`src/sv/assert_macros.svh`:
```
// Assertion macros used by the controller top level.
`ifndef ASSERT_MACROS_SVH
`define ASSERT_MACROS_SVH

// Same-cycle implication, disabled while reset is asserted.
`define ASSERT_IMPLIES(label, clk, rst_n, ante, cons) \
  label: assert property (@(posedge clk) disable iff (!rst_n) (ante) |-> (cons)) \
    else $error("assertion failed: same-cycle implication");

// Next-cycle implication, disabled while reset is asserted.
`define ASSERT_NEXT(label, clk, rst_n, ante, cons) \
  label: assert property (@(posedge clk) disable iff (!rst_n) (ante) |=> (cons)) \
    else $error("assertion failed: next-cycle implication");

`endif

```
`src/sv/pidc_pkg.sv`:
```
// Package with the payload types, gain struct and constants of the PID controller.
`timescale 1ns / 1ps
`default_nettype none

package pidc_pkg;

  localparam int unsigned PosW     = 24;
  localparam int unsigned ErrW     = PosW + 1;
  localparam int unsigned GainW    = 32;
  localparam int unsigned FracBits = 16;
  localparam int unsigned LimitW   = 15;
  localparam int unsigned TorqueW  = 16;
  localparam int unsigned ApbDataW = 32;
  localparam int unsigned ApbAddrW = 4;
  localparam int unsigned RegIdxW  = 2;

  localparam logic [LimitW-1:0] LimitReset = 15'd16384;

  localparam logic [RegIdxW-1:0] RegKp    = 2'd0;
  localparam logic [RegIdxW-1:0] RegKi    = 2'd1;
  localparam logic [RegIdxW-1:0] RegKd    = 2'd2;
  localparam logic [RegIdxW-1:0] RegLimit = 2'd3;

  typedef struct packed {
    logic signed [PosW-1:0] reference_position;
    logic signed [PosW-1:0] measured_position;
  } pidc_in_t;

  typedef struct packed {
    logic signed [TorqueW-1:0] torque_command;
    logic                      saturated;
  } pidc_out_t;

  typedef struct packed {
    logic signed [GainW-1:0] kp;
    logic signed [GainW-1:0] ki_scaled;
    logic signed [GainW-1:0] kd_scaled;
    logic [LimitW-1:0]       torque_limit;
  } pidc_gains_t;

endpackage

`default_nettype wire

```
`src/sv/pidc_regs.sv`:
```
// APB register file holding the controller gains and the torque limit.
`timescale 1ns / 1ps
`default_nettype none

module pidc_regs (
  input  wire logic                           clk_i,
  input  wire logic                           rst_ni,
  input  wire logic                           psel,
  input  wire logic                           penable,
  input  wire logic                           pwrite,
  input  wire logic [pidc_pkg::ApbAddrW-1:0]  paddr,
  input  wire logic [pidc_pkg::ApbDataW-1:0]  pwdata,
  output logic      [pidc_pkg::ApbDataW-1:0]  prdata,
  output logic                                pready,
  output pidc_pkg::pidc_gains_t               gains_o
);
  import pidc_pkg::*;

  pidc_gains_t gains_q;
  logic [RegIdxW-1:0] reg_idx;
  logic write_en;

  assign pready   = 1'b1;
  assign reg_idx  = paddr[ApbAddrW-1:2];
  assign write_en = psel && penable && pwrite && pready;
  assign gains_o  = gains_q;

  always_ff @(posedge clk_i or negedge rst_ni) begin
    if (!rst_ni) begin
      gains_q.kp           <= '0;
      gains_q.ki_scaled    <= '0;
      gains_q.kd_scaled    <= '0;
      gains_q.torque_limit <= LimitReset;
    end else if (write_en) begin
      case (reg_idx)
        RegKp:    gains_q.kp           <= $signed(pwdata[GainW-1:0]);
        RegKi:    gains_q.ki_scaled    <= $signed(pwdata[GainW-1:0]);
        RegKd:    gains_q.kd_scaled    <= $signed(pwdata[GainW-1:0]);
        RegLimit: gains_q.torque_limit <= pwdata[LimitW-1:0];
        default: begin
        end
      endcase
    end
  end

  always_comb begin
    prdata = '0;
    case (reg_idx)
      RegKp:    prdata = ApbDataW'(unsigned'(gains_q.kp));
      RegKi:    prdata = ApbDataW'(unsigned'(gains_q.ki_scaled));
      RegKd:    prdata = ApbDataW'(unsigned'(gains_q.kd_scaled));
      RegLimit: prdata = ApbDataW'(gains_q.torque_limit);
      default:  prdata = '0;
    endcase
  end

endmodule

`default_nettype wire

```
`config.mk`:
```
export PLATFORM = sky130hd
export DESIGN_NAME = pidc_regs
export DESIGN_NICKNAME = d
export VERILOG_FILES = /design/src/sv/assert_macros.svh /design/src/sv/pidc_pkg.sv /design/src/sv/pidc_regs.sv
export SDC_FILE = /design/constraint.sdc
export NUM_CORES = 1
export LEC_CHECK = 0
export BUFFER_PORTS_ARGS = -buffer_cell sky130_fd_sc_hd__buf_2
export CAP_MARGIN = 20
export CORE_ASPECT_RATIO = 1.75
export CORE_UTILIZATION = 33
export DETAILED_ROUTE_END_ITERATION = 12
export SLEW_MARGIN = 15
export SYNTH_ARGS = -nofsm -noshare
export SYNTH_HDL_FRONTEND = slang
export SYNTH_SLANG_ARGS = --single-unit
```
`constraint.sdc`:
```
create_clock -name clk_i -period 1 [get_ports clk_i]
set_input_delay 0.05 -clock clk_i [delete_from_list [all_inputs] [get_ports clk_i]]
set_output_delay 0.05 -clock clk_i [all_outputs]
set_load 0.05 [all_outputs]
```
# Word level (Yosys, flattened, before mapping)
# Cells that the tools add are included.
# word_totals
regBits	111
in_bits	41
out_inout_bits	144
word_cells	15
# op_classes
n_eq_ne	3
mux	1
n_reduce_logical	7
# ops
cell	n
$pmux W32 S4	1
$reduce_and A2 Y1	4
$eq A2 B2 Y1 const B	2
$eq A2 B1 Y1 const B	1
$logic_and A1 B1 Y1	2
$logic_not A2 Y1	1

# Depth between registers and ports, before layout
# logic_depth
word_depth	3
depth_mapped	6
depth_no_buf	3

# Worst setup path before layout
# OpenSTA, ideal clock, no wires.
# synth_path
path_kind	register to output
startpoint	register gains_q, in the netlist gains_o[62]
endpoint	output port prdata[15] in the netlist's numbering
arrival_ps	1862
required_ps	950
slack_ps	-912
path_stages_with_launch	3
path_buffers	0
path_cell_list	dfrtp_1 -> mux2i_1 -> o21ai_0
# synth_via
elab_chain_len	1
# synth_lines
element	line	source
start, declared	pidc_regs.sv:19	pidc_gains_t gains_q;
$pmux W32 S4	pidc_regs.sv:48	case (reg_idx)
end, declared	pidc_regs.sv:13	output logic [pidc_pkg::ApbDataW-1:0] prdata,
# Every way passes these cells.

# Worst setup path after layout
# layout_path
startpoint	register gains_q, in the netlist gains_o[7]
endpoint	output port prdata[7] in the netlist's numbering
# The elaborated chain is that of the path after synthesis.

==> impl_metrics.toml <==
[status]
outcome = "finished, violations left"
violations = "negative setup slack"

[synthesis]
synthMuxAreaShare_pct = 37.5
synth-adder-area-share_pct = 0
yosysSeqAreaShare_pct = 55.7
synth.largest_area_cell = "dfrtp_1"
synth_compound_area_share_pct = 1.70
ys_seq_elements = 111
synth_top_area_share_pct = 55.2
synth_top_flop_cell = "dfrtp_1"
synth_xor_area_share_pct = 0
synth-simple-area-share_pct = 2.16
synth_common_cells = "dfrtp_1 (110), mux2_2 (79), mux2_4 (30)"
async_reset_ff_share_pct = 100
yosysWarnings = 0
synthTopCellsByArea = "dfrtp_1 (55%), mux2_2 (18%), mux2_4 (9.0%)"
synth_cells = 320
synth_edf_count = 0
yosysMostFrequentCell = "dfrtp_1"
postSynthAreaPerCell_sq_um = 15.6
synth_cell_types = 22
syn_nets = 361
synth_area_sq_um = 4990
synth_top_family_by_area = "multiplexers"

[die]
row_count = 59
initial_core_util_pct = 33.6
die_area_sq_um = 15600
die_y_um = 165
die_w_um = 95.0
core_sq_um = 14800
ios = 185

[final_layout]
n_antenna_cell = 0
nets = 713
largest_reg_flops = 111
fillers = 907
postLayoutCoreUtil_pct = 69.3
drive_gt1_share_pct = 88.9
area_delta_synth_final_pct = 106

[route]
wl_met3_um = 730
drtIter0Drc = 129
wl_met1_um = 6220
avgRoutedWirePerCell_um = 20.4
viasPerCell = 4.86
dr.pass1.iters = 4
vias = 4177
drc = 0
drt-total-wl_um = 17500
top_layer = "met4"
met2WireLength_um = 10200
ant_nets = 0

[worst_setup_path]
reg2reg_to = "gains_o[102]$_DFFE_PN0P_"
crit_fanout = 2
cp-start-kind = "flip-flop"
cp_slowest_cell = "mux4_2"
crit_chain = "mux4_2 -> buf_8"
critPathArrivalTime_ns = 1.45
path_class = "flip-flop to output port"
cp-end-kind = "output port"
rr_worst_depth = 3
r2r-start = "gains_o[102]$_DFFE_PN0P_"
crit_family = "multiplexers"
regToRegSetupSlack_ns = -0.04
slowest_delay_ns = 0.51
critical_path_required_ns = 0.95
path_buf_inv = 1

[sta]
finalHoldViolations = 0
fin_skew_ns = 0
setup_viol = 150
min_period_over_period_pct = 150
grt_setup_unrepaired = "true"
maxSlewViolCount = 0
fmax_ghz = 0.668
min_period_ns = 1.50
finalWorstSetupSlack_ns = -0.497

[cts]
ctsRootBufferMaster = "clkbuf_16"
clockBufferDepth = 2
cts_tree = "done"
cts_sinks = 111
numCtsBuffers = 9
cts_max_level = 3
insertion_delay_ns = 0.34
clk_pin_slew_ns = 0.08

[placed_design]
dp_hpwl_um = 10100
place_ws_ns = -0.437
place_congestion = 0.749
io_buffer_count = 181

[pwr]
power_density_nw_per_um2 = 2470
seqPwrFrac_pct = 26.4
p_leak_nw = 4.61
ir_drop_v = 0.00153
combPwrFrac_pct = 59.6
internal_power_w = 0.0150
power_switching_w = 0.0104
power_frac_clock_pct = 14.0
p_sw_share_pct = 41.0

[global_route]
antenna_found_initial = 0
grt_max_degree = 55
grt_pass1_wl_um = 25400
grt_use_total_pct = 21.8
grt_pass1_vias = 4701
overflow = 0

[min_path]
min_path_type = "input pin to async pin"

[run]
cap_violations = 0
-- per-stage QoR --
stage	cell area (sq um)	power, W	hold slack (ns)	cells	TNS [ns]
detailed placement	7090	0.0164	-0.0903	750	-45.69
floorplan	5400	0.0134	-0.246	320	-20.31
global route	10300	0.0263	0.101	860	-24.34
global placement	7090	0.0163	-0.0893	750	-44.32
CTS	9670	0.0244	0.0801	832	-19.49
finish	10300	0.0254	0.0792	860	-19.87
-- layout by cell type, fill, tap and decap left out --
cell	Yosys	layout
mux2_4	30	54
dfrtp_2	0	92
inv_6	0	3
mux2_1	2	2
buf_4	3	14
dfrtp_1	110	18
nor2b_1	1	1
mux2i_2	0	2
buf_12	0	13
inv_2	1	1
o21ai_4	0	17
mux2_2	79	55
clkinvlp_4	0	1
clkbuf_8	0	2
mux4_2	15	15
dlygate4sd3_1	0	33
conb_1	1	1
buf_6	4	164
buf_2	11	36
buf_8	0	102
mux2i_4	0	15
nor2_4	0	1
dfstp_2	1	1
nand2_1	17	17
clkbuf_16	0	11
or3_4	0	1
nor3_4	0	1
nand3_1	1	1
clkinv_2	0	1
nand4_1	1	1
or2_1	1	1
-- cells by family after synthesis --
| group | count (synthesis) |
|---|---|
| compound gates | 17 |
| buf+inv | 24 |
| flops | 111 |
| mux | 143 |
| other cells | 1 |
| simple gates | 24 |
-- power groups by stage --
stage	registers (W)	logic (W)	clock network (W)
final	0.00671	0.0151	0.00357
after global routing	0.00682	0.0157	0.00378
after CTS	0.00659	0.0141	0.00365
after detailed placement	0.00646	0.00998	0
after global placement	0.00640	0.00988	0
after floorplan	0.0102	0.00312	0
-- metal layers --
layer	vias to the layer above	track usage, %
met5	-	0
met1	2153	23.4
met2	129	41.4
met4	0	6.54
li1	1868	-
met3	27	4.56
-- final cells by class --
class / instances / area (sq um) / area share, %
repair buffers: 364 / 4300 / 41.8
flip-flops and latches: 111 / 2890 / 28.1
multi-input cells: 185 / 2560 / 24.9
clock buffers: 11 / 253 / 2.46
well taps: 183 / 229 / 2.23
clock inverters: 5 / 38.8 / 0.377
inverters: 1 / 3.75 / 0.0365
-- worst max path at each step --
stage,slack (ns),end,cells past startpoint,start
final,-0.50,prdata[7],2,gains_o[7]$_DFFE_PN0P_
after global routing,-0.53,prdata[7],2,gains_o[7]$_DFFE_PN0P_
after CTS,-0.49,prdata[14],2,gains_o[29]$_DFFE_PN0P_
after detailed placement,-0.44,prdata[22],6,paddr[2]
after global placement,-0.39,gains_o[54]$_DFFE_PN0P_,5,paddr[2]
after floorplan,-0.24,gains_o[48]$_DFFE_PN0P_,6,paddr[2]
-- worst reg2reg max path, delay by kind of cell (launching register included) --
family,cells,cell delay [ns]
flops,1,0.43
mux,1,0.25
buf+inv,2,0.25
-- timing repair --
action                                 CTS  global route
endpoints found under the hold margin  219             0
setup endpoints to repair              171           206
resized for setup                      492           112
hold buffers                            33             0
cloned                                   0             3
buffers inserted                        37            55
pin swaps                               11             8
Power figures use the tool's default switching activity.
